**src/jsu_pkg.sv**
```systemverilog
// jsu_pkg: shared types, codes and step functions for the json5 string unescaper
// used by jsu_decode, jsu_result_buf and json5_string_unescape_unit
// no dependencies
`default_nettype none

package jsu_pkg;

  // item kinds
  localparam logic [1:0] KIND_BYTE = 2'd0;
  localparam logic [1:0] KIND_OPEN = 2'd1;
  localparam logic [1:0] KIND_END  = 2'd2;

  // result types
  localparam logic [1:0] RES_BYTE   = 2'd0;
  localparam logic [1:0] RES_CLOSED = 2'd1;
  localparam logic [1:0] RES_ERROR  = 2'd2;

  // error codes
  localparam logic [2:0] ERR_UNTERM    = 3'd0;
  localparam logic [2:0] ERR_RAW_LB    = 3'd1;
  localparam logic [2:0] ERR_ESC_END   = 3'd2;
  localparam logic [2:0] ERR_NUL_DIGIT = 3'd3;
  localparam logic [2:0] ERR_BAD_HEX   = 3'd4;
  localparam logic [2:0] ERR_BAD_LOW   = 3'd5;
  localparam logic [2:0] ERR_NUMERIC   = 3'd6;

  // decoder modes
  localparam logic [3:0] M_IDLE     = 4'd0;
  localparam logic [3:0] M_STR      = 4'd1;
  localparam logic [3:0] M_ESC      = 4'd2;
  localparam logic [3:0] M_ESC_CR   = 4'd3;
  localparam logic [3:0] M_ESC_E2   = 4'd4;
  localparam logic [3:0] M_ESC_E280 = 4'd5;
  localparam logic [3:0] M_NUL      = 4'd6;
  localparam logic [3:0] M_HEX_X    = 4'd7;
  localparam logic [3:0] M_HEX_U    = 4'd8;
  localparam logic [3:0] M_HI       = 4'd9;
  localparam logic [3:0] M_HI_BS    = 4'd10;
  localparam logic [3:0] M_HEX_LOW  = 4'd11;

  localparam int MAX_RES = 4;
  localparam int IDX_W   = $clog2(MAX_RES);
  localparam int CNT_W   = $clog2(MAX_RES + 1);

  typedef struct packed {
    logic [1:0] result_type;
    logic [7:0] out_byte;
    logic [2:0] error_code;
  } res_t;

  typedef struct packed {
    res_t [MAX_RES-1:0] items;
    logic [CNT_W-1:0]   cnt;
  } res_set_t;

  typedef struct packed {
    logic [3:0]  mode;
    logic        quote_is_single;
    logic [15:0] hex_acc;
    logic [2:0]  hex_left;
    logic [9:0]  pend_hi;
  } state_t;

  typedef struct packed {
    state_t   st;
    res_set_t rs;
  } step_t;

  typedef struct packed {
    logic       ok;
    logic [3:0] val;
  } hex_t;

  function automatic step_t push(step_t x, logic [1:0] t, logic [7:0] b, logic [2:0] e);
    if (x.rs.cnt < CNT_W'(MAX_RES)) begin
      x.rs.items[x.rs.cnt[IDX_W-1:0]] = '{result_type: t, out_byte: b, error_code: e};
      x.rs.cnt = x.rs.cnt + CNT_W'(1);
    end
    return x;
  endfunction

  function automatic step_t emit_byte(step_t x, logic [7:0] b);
    return push(x, RES_BYTE, b, ERR_UNTERM);
  endfunction

  function automatic step_t fail(step_t x, logic [2:0] code);
    step_t y;
    y = push(x, RES_ERROR, 8'h00, code);
    y.st.mode = M_IDLE;
    return y;
  endfunction

  function automatic step_t emit_utf8(step_t x, logic [20:0] c);
    step_t y;
    y = x;
    if (c < 21'h80) begin
      y = emit_byte(y, c[7:0]);
    end else if (c < 21'h800) begin
      y = emit_byte(y, {3'b110, c[10:6]});
      y = emit_byte(y, {2'b10, c[5:0]});
    end else if (c < 21'h10000) begin
      y = emit_byte(y, {4'b1110, c[15:12]});
      y = emit_byte(y, {2'b10, c[11:6]});
      y = emit_byte(y, {2'b10, c[5:0]});
    end else begin
      y = emit_byte(y, {5'b11110, c[20:18]});
      y = emit_byte(y, {2'b10, c[17:12]});
      y = emit_byte(y, {2'b10, c[11:6]});
      y = emit_byte(y, {2'b10, c[5:0]});
    end
    return y;
  endfunction

  function automatic logic is_digit(logic [7:0] b);
    return (b inside {[8'h30:8'h39]});
  endfunction

  function automatic hex_t hex_value(logic [7:0] b);
    hex_t h;
    logic [7:0] d;
    h = '0;
    d = 8'h00;
    if (b inside {[8'h30:8'h39]}) begin
      d = b - 8'h30;
      h = '{ok: 1'b1, val: d[3:0]};
    end else if (b inside {[8'h61:8'h66]}) begin
      d = b - 8'h57;
      h = '{ok: 1'b1, val: d[3:0]};
    end else if (b inside {[8'h41:8'h46]}) begin
      d = b - 8'h37;
      h = '{ok: 1'b1, val: d[3:0]};
    end
    return h;
  endfunction

  // lone high surrogate as a three byte sequence
  function automatic step_t lone_high(step_t x);
    return emit_utf8(x, {5'b00000, 6'b110110, x.st.pend_hi});
  endfunction

  // raw byte inside the literal
  function automatic step_t do_str(step_t x, logic [7:0] b);
    step_t y;
    logic [7:0] q;
    y = x;
    q = x.st.quote_is_single ? 8'h27 : 8'h22;
    y.st.mode = M_STR;
    if (b == q) begin
      y = push(y, RES_CLOSED, 8'h00, ERR_UNTERM);
      y.st.mode = M_IDLE;
    end else if (b == 8'h0A || b == 8'h0D) begin
      y = fail(y, ERR_RAW_LB);
    end else if (b == 8'h5C) begin
      y.st.mode = M_ESC;
    end else begin
      y = emit_byte(y, b);
    end
    return y;
  endfunction

  // byte after a backslash
  function automatic step_t do_esc(step_t x, logic [7:0] b);
    step_t y;
    y = x;
    y.st.mode = M_STR;
    case (b)
      8'h0A: ;
      8'h0D: y.st.mode = M_ESC_CR;
      8'hE2: y.st.mode = M_ESC_E2;
      8'h62: y = emit_byte(y, 8'h08);
      8'h66: y = emit_byte(y, 8'h0C);
      8'h6E: y = emit_byte(y, 8'h0A);
      8'h72: y = emit_byte(y, 8'h0D);
      8'h74: y = emit_byte(y, 8'h09);
      8'h76: y = emit_byte(y, 8'h0B);
      8'h30: y.st.mode = M_NUL;
      8'h78: begin
        y.st.mode     = M_HEX_X;
        y.st.hex_acc  = 16'h0000;
        y.st.hex_left = 3'd2;
      end
      8'h75: begin
        y.st.mode     = M_HEX_U;
        y.st.hex_acc  = 16'h0000;
        y.st.hex_left = 3'd4;
      end
      default: begin
        if (is_digit(b)) y = fail(y, ERR_NUMERIC);
        else             y = emit_byte(y, b);
      end
    endcase
    return y;
  endfunction

endpackage

`default_nettype wire

```
**src/jsu_if.sv**
```systemverilog
// jsu_if: valid/ready channel interfaces for input items and result beats
// depends on nothing
`default_nettype none

interface jsu_in_if;
  logic       valid;
  logic       ready;
  logic [1:0] kind;
  logic [7:0] data_byte;

  modport source (output valid, kind, data_byte, input ready);
  modport sink   (input valid, kind, data_byte, output ready);
endinterface

interface jsu_out_if;
  logic       valid;
  logic       ready;
  logic [1:0] result_type;
  logic [7:0] out_byte;
  logic [2:0] error_code;
  logic       last;

  modport source (output valid, result_type, out_byte, error_code, last, input ready);
  modport sink   (input valid, result_type, out_byte, error_code, last, output ready);
endinterface

`default_nettype wire

```
**src/jsu_decode.sv**
```systemverilog
// jsu_decode: one step of the unescaper, current state and item to next state
// and up to four result beats; uses jsu_pkg
`default_nettype none

module jsu_decode (
  input  var jsu_pkg::state_t cur,
  input  logic [1:0]          kind,
  input  logic [7:0]          data_byte,
  output jsu_pkg::step_t      nxt
);

  jsu_pkg::hex_t hv;
  logic [15:0]   acc_new;
  logic [2:0]    left_new;

  assign hv       = jsu_pkg::hex_value(data_byte);
  assign acc_new  = {cur.hex_acc[11:0], hv.val};
  assign left_new = cur.hex_left - 3'd1;

  always_comb begin
    jsu_pkg::step_t x;
    x    = '0;
    x.st = cur;
    case (kind)
      jsu_pkg::KIND_OPEN: begin
        x.st.mode            = jsu_pkg::M_STR;
        x.st.quote_is_single = (data_byte == 8'h27);
        x.st.hex_acc         = 16'h0000;
        x.st.hex_left        = 3'd0;
        x.st.pend_hi         = 10'd0;
      end
      jsu_pkg::KIND_BYTE: begin
        case (cur.mode)
          jsu_pkg::M_IDLE: ;
          jsu_pkg::M_STR: x = jsu_pkg::do_str(x, data_byte);
          jsu_pkg::M_ESC: x = jsu_pkg::do_esc(x, data_byte);
          jsu_pkg::M_ESC_CR: begin
            x.st.mode = jsu_pkg::M_STR;
            if (data_byte != 8'h0A) x = jsu_pkg::do_str(x, data_byte);
          end
          jsu_pkg::M_ESC_E2: begin
            if (data_byte == 8'h80) begin
              x.st.mode = jsu_pkg::M_ESC_E280;
            end else begin
              x = jsu_pkg::emit_byte(x, 8'hE2);
              x = jsu_pkg::do_str(x, data_byte);
            end
          end
          jsu_pkg::M_ESC_E280: begin
            if (data_byte == 8'hA8 || data_byte == 8'hA9) begin
              x.st.mode = jsu_pkg::M_STR;
            end else begin
              x = jsu_pkg::emit_byte(x, 8'hE2);
              x = jsu_pkg::do_str(x, 8'h80);
              x = jsu_pkg::do_str(x, data_byte);
            end
          end
          jsu_pkg::M_NUL: begin
            if (jsu_pkg::is_digit(data_byte)) begin
              x = jsu_pkg::fail(x, jsu_pkg::ERR_NUL_DIGIT);
            end else begin
              x = jsu_pkg::emit_byte(x, 8'h00);
              x = jsu_pkg::do_str(x, data_byte);
            end
          end
          jsu_pkg::M_HEX_X, jsu_pkg::M_HEX_U, jsu_pkg::M_HEX_LOW: begin
            if (!hv.ok) begin
              x = jsu_pkg::fail(x, jsu_pkg::ERR_BAD_HEX);
            end else begin
              x.st.hex_acc  = acc_new;
              x.st.hex_left = left_new;
              if (left_new == 3'd0) begin
                if (cur.mode == jsu_pkg::M_HEX_X) begin
                  x = jsu_pkg::emit_utf8(x, {5'b00000, acc_new});
                  x.st.mode = jsu_pkg::M_STR;
                end else if (cur.mode == jsu_pkg::M_HEX_U) begin
                  if (acc_new >= 16'hD800 && acc_new <= 16'hDBFF) begin
                    x.st.pend_hi = acc_new[9:0];
                    x.st.mode    = jsu_pkg::M_HI;
                  end else begin
                    x = jsu_pkg::emit_utf8(x, {5'b00000, acc_new});
                    x.st.mode = jsu_pkg::M_STR;
                  end
                end else begin
                  if (acc_new < 16'hDC00 || acc_new > 16'hDFFF) begin
                    x = jsu_pkg::fail(x, jsu_pkg::ERR_BAD_LOW);
                  end else begin
                    x = jsu_pkg::emit_utf8(x,
                          21'h10000 + {1'b0, cur.pend_hi, acc_new[9:0]});
                    x.st.mode = jsu_pkg::M_STR;
                  end
                end
              end
            end
          end
          jsu_pkg::M_HI: begin
            if (data_byte == 8'h5C) begin
              x.st.mode = jsu_pkg::M_HI_BS;
            end else begin
              x = jsu_pkg::lone_high(x);
              x = jsu_pkg::do_str(x, data_byte);
            end
          end
          jsu_pkg::M_HI_BS: begin
            if (data_byte == 8'h75) begin
              x.st.mode     = jsu_pkg::M_HEX_LOW;
              x.st.hex_acc  = 16'h0000;
              x.st.hex_left = 3'd4;
            end else begin
              x = jsu_pkg::lone_high(x);
              x = jsu_pkg::do_esc(x, data_byte);
            end
          end
          default: x.st.mode = jsu_pkg::M_IDLE;
        endcase
      end
      jsu_pkg::KIND_END: begin
        case (cur.mode)
          jsu_pkg::M_IDLE: ;
          jsu_pkg::M_STR, jsu_pkg::M_ESC_CR: x = jsu_pkg::fail(x, jsu_pkg::ERR_UNTERM);
          jsu_pkg::M_ESC: x = jsu_pkg::fail(x, jsu_pkg::ERR_ESC_END);
          jsu_pkg::M_ESC_E2: begin
            x = jsu_pkg::emit_byte(x, 8'hE2);
            x = jsu_pkg::fail(x, jsu_pkg::ERR_UNTERM);
          end
          jsu_pkg::M_ESC_E280: begin
            x = jsu_pkg::emit_byte(x, 8'hE2);
            x = jsu_pkg::emit_byte(x, 8'h80);
            x = jsu_pkg::fail(x, jsu_pkg::ERR_UNTERM);
          end
          jsu_pkg::M_NUL: begin
            x = jsu_pkg::emit_byte(x, 8'h00);
            x = jsu_pkg::fail(x, jsu_pkg::ERR_UNTERM);
          end
          jsu_pkg::M_HEX_X, jsu_pkg::M_HEX_U, jsu_pkg::M_HEX_LOW:
            x = jsu_pkg::fail(x, jsu_pkg::ERR_BAD_HEX);
          jsu_pkg::M_HI: begin
            x = jsu_pkg::lone_high(x);
            x = jsu_pkg::fail(x, jsu_pkg::ERR_UNTERM);
          end
          jsu_pkg::M_HI_BS: begin
            x = jsu_pkg::lone_high(x);
            x = jsu_pkg::fail(x, jsu_pkg::ERR_ESC_END);
          end
          default: x.st.mode = jsu_pkg::M_IDLE;
        endcase
      end
      default: ;
    endcase
    nxt = x;
  end

endmodule

`default_nettype wire

```
**src/jsu_result_buf.sv**
```systemverilog
// jsu_result_buf: result register holding the beats of one item, sent one a cycle while res.ready is high
// uses jsu_pkg and jsu_out_if
`default_nettype none

module jsu_result_buf (
  input  logic                  clk,
  input  logic                  rst,
  input  logic                  load,
  input  var jsu_pkg::res_set_t set_in,
  output logic                  free,
  jsu_out_if.source             res
);

  jsu_pkg::res_t [jsu_pkg::MAX_RES-1:0] items;
  logic [jsu_pkg::CNT_W-1:0]            rem;
  logic [jsu_pkg::IDX_W-1:0]            idx;
  logic                                 take;

  assign take = res.valid && res.ready;
  assign free = (rem == '0) || (rem == jsu_pkg::CNT_W'(1) && res.ready);

  always_ff @(posedge clk) begin
    if (rst) begin
      rem <= '0;
      idx <= '0;
    end else if (load) begin
      rem <= set_in.cnt;
      idx <= '0;
    end else if (take) begin
      rem <= rem - jsu_pkg::CNT_W'(1);
      idx <= idx + jsu_pkg::IDX_W'(1);
    end
  end

  always_ff @(posedge clk) begin
    if (load) begin
      items <= set_in.items;
    end
  end

  assign res.valid       = (rem != '0);
  assign res.result_type = items[idx].result_type;
  assign res.out_byte    = items[idx].out_byte;
  assign res.error_code  = items[idx].error_code;
  assign res.last        = (rem == jsu_pkg::CNT_W'(1));

endmodule

`default_nettype wire

```
**src/json5_string_unescape_unit.sv**
```systemverilog
// json5_string_unescape_unit: top level of the json5 string literal unescaper
// uses jsu_pkg, jsu_if, jsu_decode and jsu_result_buf
//
//   channel      dir  payload                                         beat
//   byte_stream  in   kind[1:0] data_byte[7:0]                       one text byte
//   decoded      out  result_type[1:0] out_byte[7:0] error_code[2:0]  one result
//                     last
//
// an item is taken into the input register, decoded from it and its results written to
// the result register once that is free; the first beat is sent from the result register
// one item per cycle when each gives at most one result and decoded is ready; an item
// with several results holds the input register while the result register drains
// rst (synchronous) closes any open literal and empties the result register
// a stall on decoded backs up through the input register into byte_stream.ready
`default_nettype none

module json5_string_unescape_unit (
  input  logic      clk,
  input  logic      rst,
  jsu_in_if.sink    byte_stream,
  jsu_out_if.source decoded
);

  logic            item_valid;
  logic [1:0]      item_kind;
  logic [7:0]      item_data;
  logic            advance;
  logic            buf_free;
  jsu_pkg::state_t st;
  jsu_pkg::step_t  nxt;

  assign advance           = item_valid && buf_free;
  assign byte_stream.ready = !item_valid || advance;

  always_ff @(posedge clk) begin
    if (rst) begin
      item_valid <= 1'b0;
    end else if (byte_stream.ready) begin
      item_valid <= byte_stream.valid;
    end
  end

  always_ff @(posedge clk) begin
    if (byte_stream.valid && byte_stream.ready) begin
      item_kind <= byte_stream.kind;
      item_data <= byte_stream.data_byte;
    end
  end

  always_ff @(posedge clk) begin
    if (rst) begin
      st <= '{mode: jsu_pkg::M_IDLE, quote_is_single: 1'b0, hex_acc: 16'h0000,
              hex_left: 3'd0, pend_hi: 10'd0};
    end else if (advance) begin
      st <= nxt.st;
    end
  end

  jsu_decode u_decode (
    .cur       (st),
    .kind      (item_kind),
    .data_byte (item_data),
    .nxt       (nxt)
  );

  jsu_result_buf u_result_buf (
    .clk    (clk),
    .rst    (rst),
    .load   (advance),
    .set_in (nxt.rs),
    .free   (buf_free),
    .res    (decoded)
  );

  // a closed or error result always ends its item
  a_term_is_last: assert property (@(posedge clk) disable iff (rst)
    decoded.valid && (decoded.result_type != jsu_pkg::RES_BYTE) |-> decoded.last)
    else $error("closed or error beat not marked last");

  // beats of one item come out back to back
  a_beats_contiguous: assert property (@(posedge clk) disable iff (rst)
    decoded.valid && decoded.ready && !decoded.last |=> decoded.valid)
    else $error("gap inside the beats of one item");

  // a held item stays put until the result register takes it
  a_item_held: assert property (@(posedge clk) disable iff (rst)
    item_valid && !advance |=> item_valid && $stable(item_kind) && $stable(item_data))
    else $error("input register lost a waiting item");

endmodule

`default_nettype wire

```
**src/flat_wrapper.sv**
```systemverilog
// flat-port wrapper written by rule: the top's interface ports become plain ports
module json5_string_unescape_unit_flat 
  (clk, rst, byte_stream_valid, byte_stream_kind, byte_stream_data_byte, byte_stream_ready, decoded_valid, decoded_result_type, decoded_out_byte, decoded_error_code, decoded_last, decoded_ready);
  jsu_in_if byte_stream_i ();
  jsu_out_if decoded_i ();
  input  logic clk;
  input  logic rst;
  input wire logic [$bits(byte_stream_i.valid)-1:0] byte_stream_valid;
  input wire logic [$bits(byte_stream_i.kind)-1:0] byte_stream_kind;
  input wire logic [$bits(byte_stream_i.data_byte)-1:0] byte_stream_data_byte;
  output wire logic [$bits(byte_stream_i.ready)-1:0] byte_stream_ready;
  output wire logic [$bits(decoded_i.valid)-1:0] decoded_valid;
  output wire logic [$bits(decoded_i.result_type)-1:0] decoded_result_type;
  output wire logic [$bits(decoded_i.out_byte)-1:0] decoded_out_byte;
  output wire logic [$bits(decoded_i.error_code)-1:0] decoded_error_code;
  output wire logic [$bits(decoded_i.last)-1:0] decoded_last;
  input wire logic [$bits(decoded_i.ready)-1:0] decoded_ready;
  assign byte_stream_i.valid = byte_stream_valid;
  assign byte_stream_i.kind = byte_stream_kind;
  assign byte_stream_i.data_byte = byte_stream_data_byte;
  assign byte_stream_ready = byte_stream_i.ready;
  assign decoded_valid = decoded_i.valid;
  assign decoded_result_type = decoded_i.result_type;
  assign decoded_out_byte = decoded_i.out_byte;
  assign decoded_error_code = decoded_i.error_code;
  assign decoded_last = decoded_i.last;
  assign decoded_i.ready = decoded_ready;
  json5_string_unescape_unit u_core (.clk(clk), .rst(rst), .byte_stream(byte_stream_i), .decoded(decoded_i));
endmodule
```
**config.mk**
```make
export PLATFORM = sky130hd
export DESIGN_NAME = json5_string_unescape_unit_flat
export DESIGN_NICKNAME = d
export VERILOG_FILES = /design/src/jsu_pkg.sv /design/src/jsu_if.sv /design/src/jsu_decode.sv /design/src/jsu_result_buf.sv /design/src/json5_string_unescape_unit.sv /design/src/flat_wrapper.sv
export SDC_FILE = /design/constraint.sdc
export NUM_CORES = 1
export LEC_CHECK = 0
export BUFFER_PORTS_ARGS = -buffer_cell sky130_fd_sc_hd__buf_2
export CAP_MARGIN = 20
export CORE_UTILIZATION = 35
export CTS_BUF_LIST = sky130_fd_sc_hd__clkbuf_4 sky130_fd_sc_hd__clkbuf_8
export CTS_CLUSTER_DIAMETER = 30
export DETAILED_ROUTE_END_ITERATION = 8
export GPL_TIMING_DRIVEN = 0
export PLACE_DENSITY = 0.62
export SYNTH_ARGS = -nofsm -noshare
export SYNTH_HDL_FRONTEND = slang
export SYNTH_HIERARCHICAL = 1
export SYNTH_SLANG_ARGS = --single-unit
```
**constraint.sdc**
```tcl
create_clock -name clk -period 4.4 [get_ports clk]
set_input_delay 0.88 -clock clk [delete_from_list [all_inputs] [get_ports clk]]
set_output_delay 0.88 -clock clk [all_outputs]
set_load 0.03 [all_outputs]
```
==> out/qor.csv, run 1 <==
stage,metric,value,unit
timing,Setup-failing EPs final,0,
power_and_ir_drop,Flop pwr share,0.413,
timing,Max Freq,0.283,GHz
synth,synth warn,6,
timing,Worst Tran Pin Value,1.09,ns
timing,Slew HR,0.267,
clock_tree,TritonCTS buffer count,9,
power_and_ir_drop,Max rail drop VDD,0.187,mV
final_layout,post-route cell area,8650,um2
clock_tree,H-tree depth,3,
flow_run,# Max-Cap Violations,0,
worst_hold_path,HP Start,u_core/u_result_buf/rem[1],
synth,syn_area_per_cell,9.19,um2
clock_tree,Clock Latency Late Sink,0.41,ns
run_status,failing checks,DRC,
timing,final worst path period need,3.53,ns
timing,final slew viol count,0,
final_layout,fillers,2269,
placed_design,Placed Cells,1176,
setup_path,r2r startpoint,u_core/item_data[0],
setup_path,CP startpoint,u_core/item_data[0],
clock_tree,"Clk pin slew, worst setup/hold paths",0.10,ns
global_route,vias in the first global route,7231,
route,via count,7563,
final_layout,nets,931,
timing,skew final,0.0268,ns
route,Routed WL per cell,23.3,um
die,Site Rows,54,
power_and_ir_drop,total power,2.78,mW
run_status,run status,"finished, violations left",
die,DIE AREA,23300,um2
power_and_ir_drop,P_leak,2.84,nW
clock_tree,CTS Hold Bufs,0,
placed_design,# port buffers,29,
setup_path,startpoint class of the critical path,flip-flop,
worst_hold_path,Hold Crit Class,reg2reg,
route,WL final,27700,um
route,DR iter-0 viols,1115,
global_route,first-pass GRT wire length,43100,um
clock_tree,post-cts resize count,0,
route,detailed-router iteration count before antenna repair,9,
setup_path,critical path endpoint category,flip-flop,
synth,synthesized cell area,7940,um2
power_and_ir_drop,power density cells,321,nW/um2
global_route,initial antenna violation count,0,
setup_path,CP Max Fanout,10,
clock_tree,CTS tree,built,
power_and_ir_drop,P_int,1.73,mW
global_route,gr usage total,0.238,
power_and_ir_drop,Clk network pwr share,0.216,
timing,fin crit share,0.803,
final_layout,post-layout util,0.393,
power_and_ir_drop,Gate power share,0.370,
clock_tree,Clock Path Buffers,2,
final_layout,final non-filler cell total,1191,
timing,RSZ-0062 raised after global routing,false,
final_layout,ratio of cells with drive above 1 in the final layout,0.222,
die,top-level I/O count,30,
placed_design,dpl hpwl,20800,um
timing,setup total negative slack,0,ns
clock_tree,Root Buffer,clkbuf_8,
placed_design,Area after DPL,8460,um2
placed_design,routability congestion estimate,0.979,
setup_path,critical path arrival,3.87,ns
power_and_ir_drop,Sw Pwr,1.04,mW
global_route,GR Overflow Total,0,
die,initial core utilization,0.360,
timing,endpoints failing hold,0,
route,Residual DRC,4,
final_layout,ant diodes,0,
setup_path,Critical Path RT,4.74,ns
setup_path,Setup CP Type,reg2reg,
timing,Final WS setup,0.869,ns
die,Chip Width,153,um
clock_tree,Setup Buffers After CTS,0,
placed_design,pre-CTS setup slack,1.01,ns
die,chip height,153,um
final_layout,Area Overhead vs Synth,9.02,%
global_route,largest net degree at the start of global routing,46,
die,area of the core,22000,um2
route,Detail Route Antenna Nets,0,
route,DR vias/cell,6.35,
power_and_ir_drop,Switching Share,0.376,
timing,Hold WS,0.562,ns
synth,Mapped Cells,863,
clock_tree,clk sink count,98,
==> critical path: stages (launching register included) <==
cell	delay, ns
edfxtp_1	0.41
buf_2	0.28
inv_1	0.19
ha_1	0.22
buf_2	0.17
mux2_2	0.27
nand3_1	0.26
nand3_2	0.19
nor3_1	0.64
a211o_1	0.18
a2bb2oi_1	0.24
inv_1	0.08
a21oi_1	0.17
o31a_1	0.15
==> placed cells by master (no fill, tap or decap), types with 17 or more instances in the layout <==
master / n
nand2_1: 61
edfxtp_1: 62
buf_4: 17
a21oi_1: 35
nand3_1: 46
a21oi_2: 34
nor2_1: 56
inv_1: 20
a22oi_1: 23
clkbuf_1: 24
a21bo_1: 30
dfxtp_1: 36
nor3_1: 17
buf_2: 61
o21ai_0: 43
==> cell type report <==
type                    count  area, um2  share of cell area
multi-input cells         658       4730               0.546
flip-flops and latches     98       2580               0.299
inverters                  22       82.6             0.00955
repair buffers             30        165              0.0191
clock inverters             6       63.8             0.00738
plain buffers              88        557              0.0644
clock buffers               9        124              0.0143
well taps                 280        350              0.0405
==> sequential cells by signal, indices dropped and copies added (netlist names) <==
signal	flops
u_core/item_kind	2
u_core/u_result_buf/idx	2
u_core/u_result_buf/items	52
u_core/st	30
u_core/u_result_buf/rem	3
u_core/item_data	8
u_core/item_valid	1
==> final timing paths <==
kind                            cells past startpoint  slack [ns]                         end
worst max-delay path                               13        0.87  u_core/u_result_buf/rem[0]
worst min-delay path                                2        0.56  u_core/u_result_buf/rem[1]
worst max register to register                     13        0.87  u_core/u_result_buf/rem[0]
worst min register to register                      2        0.56  u_core/u_result_buf/rem[1]
==> power by group through the flow <==
stage	clock, mW	combinational [mW]	sequential, mW
after floorplan	0	0.758	1.16
after global placement	0	1.01	1.17
after detailed placement	0	1.02	1.17
after CTS	0.620	1.02	1.15
after global routing	0.647	1.08	1.16
final	0.600	1.03	1.15
==> routing by layer <==
| layer | GRT usage | up-vias | part of all wire | routed length (um) |
|---|---|---|---|---|
| met3 | 0.0447 | 97 | 0.095 | 2630 |
| li1 | - | 3425 | - | - |
| met1 | 0.326 | 3577 | 0.43 | 11900 |
| met2 | 0.360 | 464 | 0.43 | 11900 |
| met4 | 0.115 | 0 | 0.048 | 1330 |
| met5 | 0 | - | 0 | 0 |
No activity file was read; power rests on OpenSTA's default activity.
==> inputs of run 2 (changes only) <==
--- a/config.mk
+++ b/config.mk
@@ -12,7 +12,7 @@
 export CTS_CLUSTER_DIAMETER = 30
 export DETAILED_ROUTE_END_ITERATION = 8
 export GPL_TIMING_DRIVEN = 0
-export PLACE_DENSITY = 0.62
+export PLACE_DENSITY = 0.64
 export SYNTH_ARGS = -nofsm -noshare
 export SYNTH_HDL_FRONTEND = slang
 export SYNTH_HIERARCHICAL = 1
==> constraint.sdc (replaced) <==
create_clock -name clk -period 2.96 [get_ports clk]
set_input_delay 0.592 -clock clk [delete_from_list [all_inputs] [get_ports clk]]
set_output_delay 0.592 -clock clk [all_outputs]
set_load 0.03 [all_outputs]
==> out/qor.csv, run 2 (synthesis results as in run 1) <==
stage,metric,value,unit,change
run_status,run status,"finished, violations left",,
run_status,failing checks,"DRC, setup timing",,
final_layout,Largest register FFs,52,,unchanged
placed_design,dpl hpwl,20600,um,-0.62%
placed_design,routability congestion estimate,0.997,,+1.8%
placed_design,Area after DPL,8460,um2,unchanged
final_layout,"most common cell after layout, fill and taps aside",edfxtp_1,,
timing,Worst Tran Pin Value,0.969,ns,-0.121 ns
die,Site Rows,54,,unchanged
final_layout,largest register by flop count,u_core/u_result_buf/items,,
final_layout,Register Area,2580,um2,about the same
route,via count,7650,,+1.2%
power_and_ir_drop,Max rail drop VDD,0.216,mV,+16%
route,WL final,27600,um,-0.62%
power_and_ir_drop,P_leak,2.96,nW,+4.2%
timing,RSZ-0062 raised after global routing,true,,
timing,Final WS setup,-0.0510,ns,-0.920 ns
final_layout,ratio of cells with drive above 1 in the final layout,0.257,,+0.0350
route,DR iter-0 viols,880,,-21%
global_route,gr usage total,0.233,,-0.00474
route,detailed-router iteration count before antenna repair,9,,unchanged
clock_tree,Clock Latency Late Sink,0.42,ns,about the same
timing,Slew HR,0.349,,+0.0820
final_layout,fillers,2209,,-2.6%
timing,Setup-failing EPs final,2,,+2
route,DR vias/cell,6.36,,+0.14%
setup_path,Slowest cell on crit path,edfxtp_1,,
setup_path,startpoint class of the critical path,flip-flop,,
worst_hold_path,hold depth,1,,-1
setup_path,r2r startpoint,u_core/item_data[1],,
setup_path,Setup CP Type,reg2reg,,
final_layout,ant diodes,0,,unchanged
die,top-level I/O count,30,,unchanged
final_layout,"commonest non-fill, non-tap cells in the layout","edfxtp_1, nand2_1, buf_2, nor2_1, nand3_1",,
clock_tree,CTS tree,built,,
setup_path,CP Cell Sequence,"buf_4, inv_1, ha_1, buf_6, nand4_4, a21oi_4, o21ai_1, buf_2, a222oi_1, o31ai_2",,
global_route,largest net degree at the start of global routing,46,,unchanged
timing,setup total negative slack,-0.0580,ns,-0.0580 ns
clock_tree,clk sink count,98,,unchanged
flow_run,# Max-Cap Violations,0,,unchanged
worst_hold_path,HP Start,byte_stream_data_byte[6],,
clock_tree,Root Buffer,clkbuf_8,,
die,Chip Width,153,um,unchanged
setup_path,critical path arrival,3.14,ns,-0.73 ns
placed_design,# port buffers,29,,unchanged
die,chip height,153,um,unchanged
global_route,initial antenna violation count,0,,unchanged
final_layout,top flop regs,"u_core/u_result_buf/items: 52 flops, u_core/st: 30 flops, u_core/item_data: 8 flops",,
global_route,vias in the first global route,7025,,-2.8%
timing,final worst path period need,3.01,ns,-0.520 ns
worst_hold_path,Hold Crit Class,in2reg,,
clock_tree,H-tree depth,3,,unchanged
timing,endpoints failing hold,0,,unchanged
timing,skew final,0.0362,ns,+0.00940 ns
clock_tree,Clock Path Buffers,2,,unchanged
die,DIE AREA,23300,um2,unchanged
final_layout,post-layout util,0.410,,+0.0168
setup_path,CP Max Fanout,10,,unchanged
route,Detail Route Antenna Nets,0,,unchanged
power_and_ir_drop,power density cells,471,nW/um2,+47%
route,Routed WL per cell,22.9,um,-1.6%
die,initial core utilization,0.360,,unchanged
final_layout,multi-input logic area,4950,um2,+4.8%
clock_tree,TritonCTS buffer count,9,,unchanged
clock_tree,"Clk pin slew, worst setup/hold paths",0.11,ns,about the same
setup_path,CP startpoint,u_core/item_data[1],,
timing,final slew viol count,0,,unchanged
timing,fin crit share,1.02,,+0.215
final_layout,Area Overhead vs Synth,13.7,%,
die,area of the core,22000,um2,unchanged
timing,Max Freq,0.332,GHz,+17%
global_route,first-pass GRT wire length,42000,um,-2.4%
setup_path,R2R cell count,10,,-3
final_layout,nets,942,,+1.2%
route,Residual DRC,1,,-3
final_layout,post-route cell area,9020,um2,+4.3%
setup_path,critical path endpoint category,flip-flop,,
setup_path,Critical Path RT,3.09,ns,-1.65 ns
setup_path,"slowest stage delay, CP",0.46,ns,-0.18 ns
global_route,GR Overflow Total,0,,unchanged
[run 2: cell types whose count changed in the layout (fill, tap and decap cells not counted), sizes merged]
cell / previous run / this run
clkinv: 1 / 3
clkbuf: 33 / 34
buf: 94 / 104
inv: 24 / 23
[run 2: layout make-up]
class,instances,share of cell area
multi-input cells,658,0.549
flip-flops and latches,98,0.286
plain buffers,88,0.0637
well taps,280,0.0388
repair buffers,41,0.0289
clock buffers,9,0.0137
clock inverters,7,0.00971
inverters,22,0.00957
[run 2: worst max-delay path: cells and delay by family (launching register included)]
family	cells	cell delay (ns)
buffers and inverters	4	0.78
AND/OR/NAND/NOR	1	0.22
flip-flops	1	0.46
AO/OA/AOI/OAI	4	1.02
adder cells (fa/ha/maj)	1	0.27
[run 2: through the flow]
stage	std cells	hold WS (ns)	total power [mW]	worst slack (ns)
final	1203	0.363	4.25	-0.0510
after global routing	1203	0.349	4.41	-0.0375
after CTS	1199	0.349	4.25	0.0332
after detailed placement	1176	0.540	3.24	-0.399
after global placement	1175	0.541	3.23	-0.419
after floorplan	866	0.526	2.84	0.198
[run 2: path summary, 6_finish.rpt]
path	endpoint	slack, ns
max	u_core/u_result_buf/items[19]	-0.05
max reg2reg	u_core/u_result_buf/items[19]	-0.05
min reg2reg	u_core/u_result_buf/rem[1]	0.56
min	u_core/item_data[6]	0.36
[run 2: where the power goes]
part	internal [mW]	leakage [nW]	switching [mW]
clock network	0.407	0.104	0.548
logic	0.578	1.97	1.01
registers	1.64	0.887	0.0650
total	2.62	2.96	1.62
[run 2: repair_timing]
| item | in CTS | in global routing |
|---|---|---|
| pin swaps | 5 | 4 |
| hold buffers | 0 | 0 |
| hold endpoints to repair | 0 | 0 |
| buffers inserted | 7 | 4 |
| resized for setup | 33 | 13 |
| setup endpoints to repair | 69 | 50 |
[run 2: per-layer routing]
metal / part of all wire / wire length, um / GRT usage / up-vias
li1: - / - / - / 3449
met2: 0.43 / 11800 / 0.348 / 507
met4: 0.051 / 1400 / 0.122 / 0
met5: 0 / 0 / 0 / -
met1: 0.42 / 11700 / 0.326 / 3586
met3: 0.098 / 2710 / 0.0338 / 108
==> inputs of run 3 (changes only) <==
--- a/config.mk
+++ b/config.mk
@@ -13,6 +13,7 @@
 export DETAILED_ROUTE_END_ITERATION = 8
 export GPL_TIMING_DRIVEN = 0
 export PLACE_DENSITY = 0.64
+export SETUP_SLACK_MARGIN = 0.4
 export SYNTH_ARGS = -nofsm -noshare
 export SYNTH_HDL_FRONTEND = slang
 export SYNTH_HIERARCHICAL = 1
==> constraint.sdc (replaced) <==
create_clock -name clk -period 2.96 [get_ports clk]
set_input_delay 0.296 -clock clk [delete_from_list [all_inputs] [get_ports clk]]
set_output_delay 0.296 -clock clk [all_outputs]
set_load 0.03 [all_outputs]
==> out/qor.csv, run 3 (synthesis results as in run 1) <==
stage,metric,value,unit,change
final_layout,nets,1017,,+8.0%
setup_path,startpoint class of the critical path,flip-flop,,
clock_tree,Clock Path Buffers,2,,unchanged
power_and_ir_drop,power density cells,438,nW/um2,-7.0%
clock_tree,Root Buffer,clkbuf_8,,
power_and_ir_drop,Switching Share,0.380,,-0.00221
die,Chip Width,153,um,unchanged
setup_path,Setup CP Type,reg2reg,,
final_layout,multi-input logic area,5590,um2,+13%
setup_path,critical path endpoint category,flip-flop,,
setup_path,Slowest cell on crit path,or4_1,,
route,Residual DRC,0,,-1
timing,Worst Tran Pin Value,0.763,ns,-0.206 ns
power_and_ir_drop,P_leak,3.59,nW,+21%
setup_path,CP startpoint,u_core/item_data[4],,
setup_path,Reg-to-Reg End,u_core/u_result_buf/items[3],,
setup_path,critical path arrival,2.94,ns,-0.20 ns
route,WL final,31100,um,+13%
final_layout,largest register by flop count,u_core/u_result_buf/items,,
global_route,largest net degree at the start of global routing,30,,-35%
global_route,gr usage total,0.256,,+0.0221
run_status,run status,completed,,
power_and_ir_drop,P_int,2.82,mW,+7.6%
setup_path,CP Max Fanout,10,,unchanged
placed_design,dpl hpwl,21100,um,+2.3%
placed_design,# port buffers,29,,unchanged
route,via count,8337,,+9.0%
route,Detail Route Antenna Nets,0,,unchanged
final_layout,"most common cell after layout, fill and taps aside",buf_4,,
global_route,initial antenna violation count,0,,unchanged
timing,skew final,0.0261,ns,-0.0101 ns
clock_tree,clk sink count,98,,unchanged
die,initial core utilization,0.360,,unchanged
power_and_ir_drop,Flop pwr share,0.373,,-0.029
worst_hold_path,HP Start,byte_stream_data_byte[7],,
flow_run,# Max-Cap Violations,0,,unchanged
power_and_ir_drop,Sw Pwr,1.73,mW,+6.6%
timing,final worst path period need,2.80,ns,-0.206 ns
setup_path,FF-to-FF setup slack,0.16,ns,+0.21 ns
setup_path,crit-path leading delay family,simple AND/OR/NAND/NOR gates,,
timing,Slew HR,0.492,,+0.143
setup_path,"slowest stage delay, CP",0.55,ns,+0.09 ns
placed_design,Area after DPL,8480,um2,+0.21%
worst_hold_path,hold depth,1,,unchanged
clock_tree,CTS Hold Bufs,0,,unchanged
placed_design,Placed Cells,1175,,-0.085%
final_layout,Area Overhead vs Synth,31.1,%,
timing,Max Freq,0.357,GHz,+7.3%
final_layout,final non-filler cell total,1278,,+6.2%
route,DR iter-0 viols,1076,,+22%
timing,final slew viol count,0,,unchanged
final_layout,Register Area,2590,um2,+0.15%
worst_hold_path,Hold Crit Class,in2reg,,
timing,endpoints failing hold,0,,unchanged
power_and_ir_drop,Max rail drop VDD,0.298,mV,+38%
route,Routed WL per cell,24.3,um,+6.1%
setup_path,CP Cell Sequence,"buf_2, or4_1, o211ai_2, nand4b_1, o41ai_4, buf_4, a32oi_2, nand3_1",,
clock_tree,CTS tree,built,,
die,chip height,153,um,unchanged
die,area of the core,22000,um2,unchanged
final_layout,Largest register FFs,52,,unchanged
final_layout,ratio of cells with drive above 1 in the final layout,0.407,,+0.150
timing,Setup-failing EPs final,0,,-2
setup_path,CP Buf/Inv Count,2,,-2
clock_tree,"Clk pin slew, worst setup/hold paths",0.11,ns,about the same
global_route,first-pass GRT wire length,45800,um,+8.9%
clock_tree,TritonCTS buffer count,9,,unchanged
route,DR vias/cell,6.52,,+2.6%
timing,fin crit share,0.948,,-0.0696
worst_hold_path,Worst Hold End,u_core/item_data[7],,
setup_path,R2R cell count,8,,-2
power_and_ir_drop,Clk network pwr share,0.226,,about the same
power_and_ir_drop,Gate power share,0.400,,+0.026
clock_tree,Clock Latency Late Sink,0.42,ns,about the same
final_layout,"commonest non-fill, non-tap cells in the layout","buf_4, edfxtp_1, nand2_1, buf_2, nor2_1",,
placed_design,routability congestion estimate,0.999,,+0.13%
clock_tree,H-tree depth,3,,unchanged
setup_path,r2r startpoint,u_core/item_data[4],,
route,detailed-router iteration count before antenna repair,9,,unchanged
final_layout,fillers,2059,,-6.8%
global_route,GR Overflow Total,0,,unchanged
final_layout,ant diodes,0,,unchanged
die,Site Rows,54,,unchanged
global_route,vias in the first global route,7731,,+10%
final_layout,top flop regs,"u_core/u_result_buf/items: 52 flops, u_core/st: 30 flops, u_core/item_data: 8 flops",,
final_layout,post-route cell area,10400,um2,+15%
timing,RSZ-0062 raised after global routing,true,,
die,DIE AREA,23300,um2,unchanged
die,top-level I/O count,30,,unchanged
setup_path,Critical Path RT,3.09,ns,about the same
[run 3: cell count changes in the layout (fill, tap and decap cells not counted), moves of 5 or more]
cell      before  now
nor2_1        56   47
clkbuf_1      23   10
buf_2         56   51
clkbuf_2       1   12
nor2_2         3    9
o21ai_2        1    8
o21ai_0       43   22
buf_6         10   29
nand3_1       45   35
nand3_2        8   14
o21ai_1        7   20
buf_4         30   85
o31ai_1        8    3
[run 3: worst reg2reg max path, cell delays in order, from the launching register on]
cell and delay, ns:
edfxtp_1 0.47, buf_2 0.28, or4_1 0.55, o211ai_2 0.31, nand4b_1 0.27, o41ai_4 0.12, buf_4 0.17, a32oi_2 0.23
nand3_1 0.15
[run 3: power by group through the flow]
stage          sequential [mW]  clock [mW]  combinational, mW
6_report                  1.70        1.03               1.82
5_1_grt                   1.71        1.10               1.93
4_1_cts                   1.70        1.06               1.67
3_5_place_dp              1.74           0               1.51
3_3_place_gp              1.74           0               1.50
2_1_floorplan             1.72           0               1.14
[run 3: final cells by class]
type                            count  share of cell area
Buffer                             88              0.0628
Clock buffer                        9              0.0119
Clock inverter                      7              0.0107
Inverter                           22             0.00830
Multi-Input combinational cell    659               0.537
Sequential cell                    98               0.249
Tap cell                          280              0.0337
Timing Repair Buffer              115              0.0865
[run 3: timing repair]
action,4_1_cts,5_1_grt
buffers inserted,46,36
pin swaps,31,55
gates cloned,2,3
endpoints found under the setup margin,74,96
hold endpoints to repair,0,0
resized for setup,93,138
[run 3: worst max path at each step]
| stage | end | cells past startpoint |
|---|---|---|
| floorplan | u_core/st[11] | 12 |
| global placement | u_core/u_result_buf/rem[0] | 13 |
| detailed placement | u_core/u_result_buf/rem[0] | 13 |
| CTS | u_core/u_result_buf/rem[0] | 9 |
| global route | u_core/st[18] | 13 |
| finish | u_core/u_result_buf/items[3] | 8 |
[run 3: layer usage]
layer | vias up | share of wire | global-route usage
li1 | 3612 | - | -
met1 | 3964 | 0.40 | 0.335
met2 | 605 | 0.44 | 0.388
met3 | 156 | 0.11 | 0.0776
met4 | 0 | 0.047 | 0.109
met5 | - | 0 | 0
[run 3: per-stage QoR]
stage | utilization | worst slack, ns | hold slack [ns] | total power [mW] | setup TNS (ns)
floorplan | - | 0.382 | 0.375 | 2.86 | 0
global placement | 0.385 | -0.361 | 0.473 | 3.24 | -6.05
detailed placement | 0.385 | -0.319 | 0.474 | 3.25 | -5.64
CTS | 0.433 | 0.320 | 0.0411 | 4.43 | 0
global route | 0.472 | 0.141 | 0.0334 | 4.75 | 0
finish | 0.472 | 0.155 | 0.0549 | 4.55 | 0
